`src/rtl/hedsc_pkg.sv`:
```
// ----------------------------------------------------------------------------
// hedsc_pkg
// Shared constants, entity table and controller/datapath interface types
// for the HTML entity decoder with whitespace collapse.
// ----------------------------------------------------------------------------
package hedsc_pkg;

  // Entity window: '&' plus up to ENTITY_WINDOW-1 bytes ending with ';'
  localparam int ENTITY_WINDOW = 10;
  localparam int HOLD_DEPTH    = ENTITY_WINDOW - 1;
  localparam int CNT_W         = $clog2(HOLD_DEPTH + 1);
  localparam int IDX_W         = $clog2(HOLD_DEPTH);
  localparam int NUM_ENT       = 8;
  localparam int ENT_IDX_W     = 3;
  localparam int ENT_LEN_W     = 3;

  // Character codes
  localparam logic [7:0] CHAR_AMP   = 8'h26;
  localparam logic [7:0] CHAR_SEMI  = 8'h3B;
  localparam logic [7:0] CHAR_SPACE = 8'h20;
  localparam logic [7:0] CHAR_NUL   = 8'h00;
  localparam logic [7:0] CHAR_TAB   = 8'h09;
  localparam logic [7:0] CHAR_CR    = 8'h0D;

  // Commands from controller to datapath
  typedef struct packed {
    logic load;        // capture the accepted input word
    logic feed;        // run one decoder step on the selected byte
    logic src_replay;  // feed from the held bytes instead of the input word
    logic flush;       // pass one held byte literally at end of text
    logic finish;      // emit the closing result and return to reset state
  } hedsc_cmd_t;

  // Status from datapath to controller
  typedef struct packed {
    logic done;        // current step has completed this cycle
    logic fail;        // current step ended an entity attempt without a match
    logic at_tail;     // rescan has reached the byte that ended the attempt
    logic flush_more;  // held bytes remain to be flushed
    logic out_free;    // output register can take a word this cycle
    logic last;        // the word being processed ends the text
  } hedsc_status_t;

  // Entity names after '&', first character in the lowest byte
  function automatic logic [31:0] ent_name(input logic [ENT_IDX_W-1:0] k);
    logic [31:0] nm;
    case (k)
      3'd0:    nm = {8'h00, "pma"};
      3'd1:    nm = "touq";
      3'd2:    nm = {16'h0000, "tl"};
      3'd3:    nm = {16'h0000, "tg"};
      3'd4:    nm = "sopa";
      3'd5:    nm = "72x#";
      3'd6:    nm = {8'h00, "93#"};
      default: nm = "psbn";
    endcase
    return nm;
  endfunction

  function automatic logic [ENT_LEN_W-1:0] ent_len(input logic [ENT_IDX_W-1:0] k);
    logic [ENT_LEN_W-1:0] ln;
    case (k)
      3'd0:    ln = 3'd3;
      3'd1:    ln = 3'd4;
      3'd2:    ln = 3'd2;
      3'd3:    ln = 3'd2;
      3'd4:    ln = 3'd4;
      3'd5:    ln = 3'd4;
      3'd6:    ln = 3'd3;
      default: ln = 3'd4;
    endcase
    return ln;
  endfunction

  function automatic logic [7:0] ent_val(input logic [ENT_IDX_W-1:0] k);
    logic [7:0] v;
    case (k)
      3'd0:    v = CHAR_AMP;
      3'd1:    v = 8'h22;
      3'd2:    v = 8'h3C;
      3'd3:    v = 8'h3E;
      3'd4:    v = 8'h27;
      3'd5:    v = 8'h27;
      3'd6:    v = 8'h27;
      default: v = CHAR_SPACE;
    endcase
    return v;
  endfunction

  // Space, tab, LF, VT, FF, CR
  function automatic logic is_ws(input logic [7:0] c);
    return (c inside {CHAR_SPACE, [CHAR_TAB:CHAR_CR]});
  endfunction

endpackage

```
`src/rtl/html_entity_decode_space_collapse.sv`:
```
// ----------------------------------------------------------------------------
// html_entity_decode_space_collapse
// Decodes the entities amp, quot, lt, gt, apos, #x27, #39 and nbsp in a
// text byte stream and collapses whitespace runs to single spaces.
//
//   channel   dir  tdata          tuser      tlast
//   s_axis    in   in_byte[7:0]   -          in_last
//   m_axis    out  out_byte[7:0]  out_valid  out_last
//
// A plain byte is captured, then passes one decode step. A collapsed
// space ahead of a byte is sent as its own step. A failed entity rescans
// its bytes (up to nine) in turn over the single hold buffer port.
// The final word of a text is followed by a flush of the bytes still held
// and the close. Reset clears the decoder; a stalled m_axis holds the
// output register and the sequencer waits on it.
// ----------------------------------------------------------------------------
module html_entity_decode_space_collapse
  import hedsc_pkg::*;
(
  input  logic       clk_i,
  input  logic       rst_ni,
  input  logic       s_axis_tvalid_i,
  output logic       s_axis_tready_o,
  input  logic [7:0] s_axis_tdata_i,   // [7:0] in_byte
  input  logic       s_axis_tlast_i,
  output logic       m_axis_tvalid_o,
  input  logic       m_axis_tready_i,
  output logic [7:0] m_axis_tdata_o,   // [7:0] out_byte
  output logic       m_axis_tuser_o,   // [0] out_valid
  output logic       m_axis_tlast_o
);

  hedsc_cmd_t    cmd;
  hedsc_status_t status;

  // Sequencer
  hedsc_ctrl u_ctrl (
    .clk_i      (clk_i),
    .rst_ni     (rst_ni),
    .in_valid_i (s_axis_tvalid_i),
    .in_ready_o (s_axis_tready_o),
    .cmd_o      (cmd),
    .status_i   (status)
  );

  // Decoder datapath and output register
  hedsc_datapath u_datapath (
    .clk_i        (clk_i),
    .rst_ni       (rst_ni),
    .in_byte_i    (s_axis_tdata_i),
    .in_last_i    (s_axis_tlast_i),
    .out_ready_i  (m_axis_tready_i),
    .cmd_i        (cmd),
    .status_o     (status),
    .out_tvalid_o (m_axis_tvalid_o),
    .out_byte_o   (m_axis_tdata_o),
    .out_flag_o   (m_axis_tuser_o),
    .out_last_o   (m_axis_tlast_o)
  );

endmodule

```
`src/rtl/hedsc_ctrl.sv`:
```
// ----------------------------------------------------------------------------
// hedsc_ctrl
// Sequencer for the entity decoder: accepts a word, runs the decode step,
// sequences the rescan of held bytes, the end-of-text flush and the close.
// ----------------------------------------------------------------------------
module hedsc_ctrl
  import hedsc_pkg::*;
(
  input  logic          clk_i,
  input  logic          rst_ni,
  input  logic          in_valid_i,
  output logic          in_ready_o,
  output hedsc_cmd_t    cmd_o,
  input  hedsc_status_t status_i
);

  typedef enum logic [2:0] {
    ST_IDLE,
    ST_FEED,
    ST_REPLAY,
    ST_FLUSH,
    ST_END
  } state_e;

  state_e state_q, state_d;

  // Take a new word only when idle
  assign in_ready_o = (state_q == ST_IDLE);

  // Commands per state
  always_comb begin
    cmd_o = '0;
    case (state_q)
      ST_IDLE:   cmd_o.load = in_valid_i;
      ST_FEED:   cmd_o.feed = 1'b1;
      ST_REPLAY: begin
        cmd_o.feed       = 1'b1;
        cmd_o.src_replay = 1'b1;
      end
      ST_FLUSH:  cmd_o.flush  = status_i.flush_more;
      ST_END:    cmd_o.finish = 1'b1;
      default:   cmd_o = '0;
    endcase
  end

  // Next state
  always_comb begin
    state_d = state_q;
    case (state_q)
      ST_IDLE: begin
        if (in_valid_i) state_d = ST_FEED;
      end
      ST_FEED: begin
        if (status_i.done) begin
          if (status_i.fail)      state_d = ST_REPLAY;
          else if (status_i.last) state_d = ST_FLUSH;
          else                    state_d = ST_IDLE;
        end
      end
      ST_REPLAY: begin
        if (status_i.done && !status_i.fail && status_i.at_tail) begin
          state_d = status_i.last ? ST_FLUSH : ST_IDLE;
        end
      end
      ST_FLUSH: begin
        if (!status_i.flush_more) state_d = ST_END;
      end
      ST_END: begin
        if (status_i.out_free) state_d = ST_IDLE;
      end
      default: state_d = ST_IDLE;
    endcase
  end

  // Hold state
  always_ff @(posedge clk_i or negedge rst_ni) begin
    if (!rst_ni) begin
      state_q <= ST_IDLE;
    end else begin
      state_q <= state_d;
    end
  end

endmodule

```
`src/rtl/hedsc_datapath.sv`:
```
// ----------------------------------------------------------------------------
// hedsc_datapath
// Hold buffer, entity match mask, rescan pointers, whitespace collapse
// flags, end-of-text staging word and the output register.
// ----------------------------------------------------------------------------
module hedsc_datapath
  import hedsc_pkg::*;
(
  input  logic          clk_i,
  input  logic          rst_ni,
  input  logic [7:0]    in_byte_i,
  input  logic          in_last_i,
  input  logic          out_ready_i,
  input  hedsc_cmd_t    cmd_i,
  output hedsc_status_t status_o,
  output logic          out_tvalid_o,
  output logic [7:0]    out_byte_o,
  output logic          out_flag_o,
  output logic          out_last_o
);

  // Storage
  logic [7:0]         hold_q [HOLD_DEPTH];
  logic [CNT_W-1:0]   cnt_q, cnt_d;
  logic [CNT_W-1:0]   rp_q, rp_d;
  logic [CNT_W-1:0]   rend_q, rend_d;
  logic [NUM_ENT-1:0] match_q, match_d;
  logic [7:0]         work_q, tail_q, stage_b_q;
  logic               last_q;
  logic               lws_q, lws_d;
  logic               sp_q, sp_d;
  logic               stage_v_q, stage_v_d;
  logic               ov_q;
  logic [7:0]         ob_q;
  logic               of_q, ol_q;

  // Step signals
  logic               out_free, push_ok, at_tail, flush_more;
  logic [7:0]         rd_byte, src;
  logic [CNT_W-1:0]   pos;
  logic [NUM_ENT-1:0] keep, hit;
  logic               hit_any;
  logic [7:0]         hit_val;
  logic               fd_open, fd_append, fd_hit, fd_fail, fd_plain;
  logic               col_en, c_ws, col_done, push, done;
  logic [7:0]         col_byte, push_byte;
  logic               hold_we;
  logic [CNT_W-1:0]   hold_wa;
  logic [7:0]         hold_wd;
  logic               out_load;
  logic [7:0]         out_b_d;
  logic               out_f_d, out_l_d;

  assign out_free   = !ov_q || out_ready_i;
  assign push_ok    = last_q ? (!stage_v_q || out_free) : out_free;
  assign at_tail    = (rp_q >= rend_q);
  assign flush_more = (rp_q < cnt_q);

  // Single read port on the hold buffer (rescan and flush never overlap)
  assign rd_byte = (rp_q < CNT_W'(HOLD_DEPTH)) ? hold_q[rp_q[IDX_W-1:0]] : CHAR_NUL;
  assign src     = cmd_i.src_replay ? (at_tail ? tail_q : rd_byte) : work_q;

  // Narrow the candidate entities by the byte at the current name position
  assign pos = cnt_q - CNT_W'(1);

  always_comb begin
    logic [31:0]      nm;
    logic [CNT_W-1:0] ln;
    keep    = '0;
    hit     = '0;
    hit_val = CHAR_NUL;
    for (int k = 0; k < NUM_ENT; k++) begin
      nm      = ent_name(ENT_IDX_W'(k));
      ln      = CNT_W'(ent_len(ENT_IDX_W'(k)));
      keep[k] = match_q[k] && (pos < ln) && (nm[{pos[1:0], 3'b000} +: 8] == src);
      hit[k]  = match_q[k] && (ln == pos);
      if (hit[k]) hit_val = ent_val(ENT_IDX_W'(k));
    end
  end

  assign hit_any = |hit;

  // Classify the decoder step
  always_comb begin
    fd_open   = 1'b0;
    fd_append = 1'b0;
    fd_hit    = 1'b0;
    fd_fail   = 1'b0;
    fd_plain  = 1'b0;
    if (cnt_q == '0) begin
      if (src == CHAR_AMP) fd_open  = 1'b1;
      else                 fd_plain = 1'b1;
    end else if (src == CHAR_SEMI) begin
      if (hit_any) fd_hit  = 1'b1;
      else         fd_fail = 1'b1;
    end else if (cnt_q >= CNT_W'(HOLD_DEPTH)) begin
      fd_fail = 1'b1;
    end else begin
      fd_append = 1'b1;
    end
  end

  // Select the byte for the whitespace stage
  always_comb begin
    col_en   = 1'b0;
    col_byte = CHAR_NUL;
    if (cmd_i.flush) begin
      col_en   = flush_more;
      col_byte = rd_byte;
    end else if (cmd_i.feed) begin
      col_en   = fd_plain || fd_hit || fd_fail;
      col_byte = fd_plain ? src : (fd_hit ? hit_val : CHAR_AMP);
    end
  end

  // Whitespace collapse: a pending space goes out ahead of its byte
  assign c_ws      = is_ws(col_byte);
  assign push      = col_en && !c_ws && push_ok;
  assign push_byte = sp_q ? CHAR_SPACE : col_byte;
  assign col_done  = !col_en || c_ws || (!sp_q && push_ok);
  assign done      = (cmd_i.feed || cmd_i.flush) ? col_done : 1'b1;

  // Next state of the decoder
  always_comb begin
    cnt_d     = cnt_q;
    rp_d      = rp_q;
    rend_d    = rend_q;
    match_d   = match_q;
    lws_d     = lws_q;
    sp_d      = sp_q;
    stage_v_d = stage_v_q;
    hold_we   = 1'b0;
    hold_wa   = cnt_q;
    hold_wd   = src;
    out_load  = 1'b0;
    out_b_d   = push_byte;
    out_f_d   = 1'b1;
    out_l_d   = 1'b0;

    if (cmd_i.load) rp_d = '0;

    // Collapse flags
    if (col_en && c_ws && !lws_q) begin
      sp_d  = 1'b1;
      lws_d = 1'b1;
    end
    if (push) begin
      if (sp_q) sp_d  = 1'b0;
      else      lws_d = 1'b0;
    end

    // Route a produced byte: direct, or through the stage on the final word
    if (push) begin
      if (last_q) begin
        stage_v_d = 1'b1;
        if (stage_v_q) begin
          out_load = 1'b1;
          out_b_d  = stage_b_q;
        end
      end else begin
        out_load = 1'b1;
      end
    end

    // Decoder step
    if (cmd_i.feed && done) begin
      if (fd_open) begin
        hold_we = 1'b1;
        hold_wa = '0;
        hold_wd = CHAR_AMP;
        cnt_d   = CNT_W'(1);
        match_d = '1;
      end else if (fd_append) begin
        hold_we = 1'b1;
        cnt_d   = cnt_q + CNT_W'(1);
        match_d = keep;
      end else if (fd_hit) begin
        cnt_d = '0;
      end
      if (fd_fail) begin
        rend_d = cnt_q;
        rp_d   = CNT_W'(1);
        cnt_d  = '0;
      end else if (cmd_i.src_replay && !at_tail) begin
        rp_d = rp_q + CNT_W'(1);
      end else begin
        rp_d = '0;
      end
    end

    // Literal flush of held bytes
    if (cmd_i.flush && flush_more && col_done) rp_d = rp_q + CNT_W'(1);

    // Close the text and return to reset state
    if (cmd_i.finish && out_free) begin
      out_load  = 1'b1;
      out_b_d   = stage_v_q ? stage_b_q : CHAR_NUL;
      out_f_d   = stage_v_q;
      out_l_d   = 1'b1;
      cnt_d     = '0;
      lws_d     = 1'b1;
      sp_d      = 1'b0;
      stage_v_d = 1'b0;
    end
  end

  // Control registers
  always_ff @(posedge clk_i or negedge rst_ni) begin
    if (!rst_ni) begin
      cnt_q     <= '0;
      rp_q      <= '0;
      rend_q    <= '0;
      lws_q     <= 1'b1;
      sp_q      <= 1'b0;
      stage_v_q <= 1'b0;
      last_q    <= 1'b0;
      ov_q      <= 1'b0;
    end else begin
      cnt_q     <= cnt_d;
      rp_q      <= rp_d;
      rend_q    <= rend_d;
      lws_q     <= lws_d;
      sp_q      <= sp_d;
      stage_v_q <= stage_v_d;
      if (cmd_i.load) last_q <= in_last_i;
      if (out_load)         ov_q <= 1'b1;
      else if (out_ready_i) ov_q <= 1'b0;
    end
  end

  // Payload registers
  always_ff @(posedge clk_i) begin
    match_q <= match_d;
    if (cmd_i.load) work_q <= in_byte_i;
    if (hold_we) hold_q[hold_wa[IDX_W-1:0]] <= hold_wd;
    if (cmd_i.feed && done && fd_fail) tail_q <= src;
    if (push && last_q) stage_b_q <= push_byte;
    if (out_load) begin
      ob_q <= out_b_d;
      of_q <= out_f_d;
      ol_q <= out_l_d;
    end
  end

  assign status_o.done       = done;
  assign status_o.fail       = fd_fail;
  assign status_o.at_tail    = at_tail;
  assign status_o.flush_more = flush_more;
  assign status_o.out_free   = out_free;
  assign status_o.last       = last_q;

  assign out_tvalid_o = ov_q;
  assign out_byte_o   = ob_q;
  assign out_flag_o   = of_q;
  assign out_last_o   = ol_q;

endmodule
```
`config.mk`:
```
export PLATFORM = sky130hd
export DESIGN_NAME = html_entity_decode_space_collapse
export DESIGN_NICKNAME = d
export VERILOG_FILES = /design/src/rtl/hedsc_pkg.sv /design/src/rtl/html_entity_decode_space_collapse.sv /design/src/rtl/hedsc_ctrl.sv /design/src/rtl/hedsc_datapath.sv
export SDC_FILE = /design/constraint.sdc
export NUM_CORES = 1
export LEC_CHECK = 0
export ABC_AREA = 1
export BUFFER_PORTS_ARGS = -buffer_cell sky130_fd_sc_hd__buf_2
export CAP_MARGIN = 20
export CORE_MARGIN = 2
export CORE_UTILIZATION = 45
export CTS_BUF_LIST = sky130_fd_sc_hd__clkbuf_16
export DETAILED_ROUTE_END_ITERATION = 10
export HOLD_SLACK_MARGIN = 0.05
export PLACE_DENSITY_LB_ADDON = 0.15
export SLEW_MARGIN = 30
export SYNTH_ARGS = -nofsm -noshare
export SYNTH_HDL_FRONTEND = slang
export SYNTH_SLANG_ARGS = --single-unit
```
`constraint.sdc`:
```
create_clock -name clk_i -period 3.93 [get_ports clk_i]
set_input_delay 0.1965 -clock clk_i [delete_from_list [all_inputs] [get_ports clk_i]]
set_output_delay 0.1965 -clock clk_i [all_outputs]
set_load 0.02 [all_outputs]
```
==> metrics <==
status=finished clean; row count=between 40 and 50; initial antenna violation count=0; Die X=133.8 µm; Post-Layout Inst Area=around 0.0092 mm²; crit path kind=flop to flop; latest clock arrival within the worst-skew pair=0.43 ns; sequential cell area=0.003926 mm²; Reg2Reg Depth=26; number of CTS-inserted buffers=17; Top Ports=25; first-pass GRT wire length=between 30000 and 40000 µm; CTS tree=built; endpoint class of the critical path=flop; Main synth FF type=edfxtp_1; Syn Area/Cell=approximately 8.7 µm²; largest net degree at the start of global routing=37; global placement routability congestion=0.9367; Critical Path RT=just over 4 ns; sequential share of power=36.0%; placed instance area=approximately 0.0081 mm²; first drt pass iteration count=5; Synth Instances=871; YS warnings=0; Critical Path Start Type=flop; # fillers=1460; Pins Over Slew Limit=0; Clk pwr share=between 30% and 40%; Routed Antenna Nets=0; Pwr per Cell Area=between 500 and 600 mW/mm²; LEAKAGE=~4.1 nW; Post-synth EDFFs=around 110; highest clock rate=~0.26 GHz; Nets=996; post-route setup slack=between 0.07 and 0.08 ns; post-place setup slack=between 0.1 and 0.15 ns; critical path arrival=3.99 ns; final hold vios=0; total routed wirelength=20150 µm; max layer used=met4; total grt overflow=0; worst vdd ir=between 300 and 400 µV; final count of negative-setup-slack endpoints=0; Period minus WS final=about 3.9 ns; mapped cell area=0.007585 mm²; Max Cap Viol=0; WHS Path Cells=4; DRT iter0 DRCs=587; ys async rst share=between 10% and 20%; Total GRT Usage=about 23%; multi-input logic area=0.003216 mm²; met1 wire length=just over 9000 µm; starting density of the core=45.90%; vias in the first global route=approximately 5800; DRC Markers=0; Crit Path Max Fanout=8; ant diodes=0; ratio of cells with drive above 1 in the final layout=a little over a fifth; WL met2=9269 µm; IO buf count=24; CTS root buf=clkbuf_16; die area=~0.018 mm²; wire length on met3=~1100 µm; chip height=around 130 µm; via count=between 6000 and 7000; switching share of total power=between 30% and 40%; flops & latches, synth=roughly 130; post-synthesis sequential area ratio=between 50% and 60%; final setup skew=~0.0055 ns; final worst-path cycle share=about 100%; switching power total=roughly 1.9 mW; # clock sinks=about 130; Area Overhead vs Synth=21.43%; clock buffer depth=2; Worst-path clk slew=0.06 ns; worst-margin pin slew=approximately 0.65 ns; core area=roughly 0.017 mm²; post-DP HPWL=between 10000 and 15000 µm; Slew HR=between 50% and 60%; Mapped Nets=901; Via density=between 5 and 6; H-tree depth=4; drt wl/cell=between 15 and 20 µm; Comb pwr share=between 30% and 40%; internal power=3.387 mW; Hold Crit Class=input pin to flop; Synth cell types=51
==> registers in the layout (all words and copies together), names as in the netlist, 4 cells and up <==
name and count:
u_datapath.cnt_q 4, u_datapath.stage_b_q 8, u_datapath.match_q 8, u_datapath.work_q 8, u_datapath.rp_q 4, u_datapath.out_byte_o 8, u_datapath.rend_q 4, u_datapath.tail_q 8
u_datapath.hold_q 72
==> path summary, 6_finish.rpt <==
path / startpoint / endpoint / slack (ns)
setup / recovery: u_datapath.rp_q[1]$_DFFE_PN0P_ / u_datapath.hold_q[2][1]$_DFFE_PP_ / 0.08
hold / removal: m_axis_tready_i / u_ctrl.state_q[2]$_DFFE_PN0P_ / 0.08
setup reg to reg: u_datapath.rp_q[1]$_DFFE_PN0P_ / u_datapath.hold_q[2][1]$_DFFE_PP_ / 0.08
hold reg to reg: u_datapath.rend_q[1]$_DFFE_PN0P_ / u_datapath.rend_q[1]$_DFFE_PN0P_ / 0.48
max in group asynchronous: rst_ni / u_datapath.rp_q[0]$_DFFE_PN0P_ / 3.31
min in group asynchronous: rst_ni / u_ctrl.state_q[1]$_DFFE_PN0P_ / 0.26
==> synth_stat cells, types with 9 or more instances <==
cell | n | area [µm²]
nand2_1 | 251 | 942.2
o21ai_0 | 27 | 135.1
a21oi_1 | 23 | 115.1
nor2_1 | 64 | 240.2
nand3_1 | 115 | 575.6
inv_1 | 98 | 367.9
inv_2 | 13 | 48.80
dfrtp_1 | 19 | 475.5
edfxtp_1 | 114 | 3423
nand2_2 | 17 | 106.4
ha_1 | 17 | 212.7
xor2_1 | 9 | 78.83
==> final cells by class <==
class | count | share of cell area (%)
sequential | 134 | 42.63
multi-input combinational | 600 | 34.91
timing repair buffer | 97 | 7.879
inverter | 115 | 4.850
clock buffer | 17 | 4.619
tap | 220 | 2.989
clock inverter | 15 | 2.065
timing repair inverter | 1 | 0.05434
==> power by group through the flow <==
stage          Clock (mW)  Combinational [mW]  Sequential [mW]
2_1_floorplan           0                1.05             1.98
3_3_place_gp            0                1.61             1.94
3_5_place_dp            0                1.60             1.94
4_1_cts              1.69                1.62             1.91
5_1_grt              1.76                1.90             1.93
6_report             1.67                1.73             1.91
==> worst max-delay path: stages (launching register included) <==
cell and delay (ns):
dfrtp_1 0.44, ha_4 0.30, clkinv_1 0.06, nor2_2 0.14, o21bai_4 0.12, nand3b_4 0.17
clkinv_4 0.10, nand3_1 0.09, nand2_1 0.09, nand2_2 0.15, nand2_4 0.10, nor2_4 0.14
nand3_2 0.12, nor2_4 0.14, nand3_1 0.08, nand2_1 0.10, nand2_1 0.08, nor2_1 0.10
nand2_1 0.06, nand2_1 0.08, nand3_2 0.13, nand3_4 0.10, nand2_4 0.09, nor2_8 0.17
nand2_2 0.07, nor2_1 0.12, buf_4 0.20
==> per-stage QoR <==
stage | hold WS (ns) | utilization [%] | TNS (ns) | cells | power [mW]
final | 0.08495 | 55.74 | 0 | 1199 | 5.309
after CTS | 0.07670 | 53.50 | 0 | 1174 | 5.220
after floorplan | -0.09909 | - | 0 | 871 | 3.034
after global routing | 0.1061 | 55.74 | -8.248 | 1199 | 5.588
after detailed placement | 0.1885 | 49.17 | 0 | 1132 | 3.544
after global placement | 0.1865 | 49.16 | 0 | 1132 | 3.547
==> per-layer routing <==
metal	vias up	GRT usage, %
li1	3090	-
met1	2984	31.40
met2	222	35.24
met3	44	4.119
met4	0	10.05
met5	-	0
==> cells in the final DEF, fill, tap and decap left out, drive strengths merged, types with 2 or more instances in the layout <==
cell type,n
nor4,5
a21oi,29
xor2,9
clkbuf,17
a2111oi,2
nand4,6
nor2,71
buf,87
dfrtp,19
nand2,272
o211ai,2
or2,4
edfxtp,114
clkinv,8
bufinv,3
o22ai,6
ha,17
nor3,8
inv,119
o21ai,30
o2111ai,3
dlygate4sd3,10
nand3b,3
nand3,122
a31oi,2
a21boi,2
==> cells by family after synthesis <==
| kind of cell | Yosys count | share of synthesized area, % |
|---|---|---|
| buffers and inverters | 138 | 7.902 |
| flip-flops | 134 | 51.75 |
| multiplexers | 1 | 0.1320 |
| XOR/XNOR | 10 | 1.155 |
| adder cells (fa/ha/maj) | 17 | 2.804 |
| AND/OR/NAND/NOR | 491 | 29.71 |
| AO/OA/AOI/OAI | 80 | 6.549 |
==> repair_timing <==
item | CTS | global route
hold buffers | 10 | 0
endpoints found under the setup margin | 0 | 118
gates resized for setup | 0 | 40
endpoints found under the hold margin | 28 | 0
buffers inserted | 0 | 23
Power figures use the tool's default switching activity.
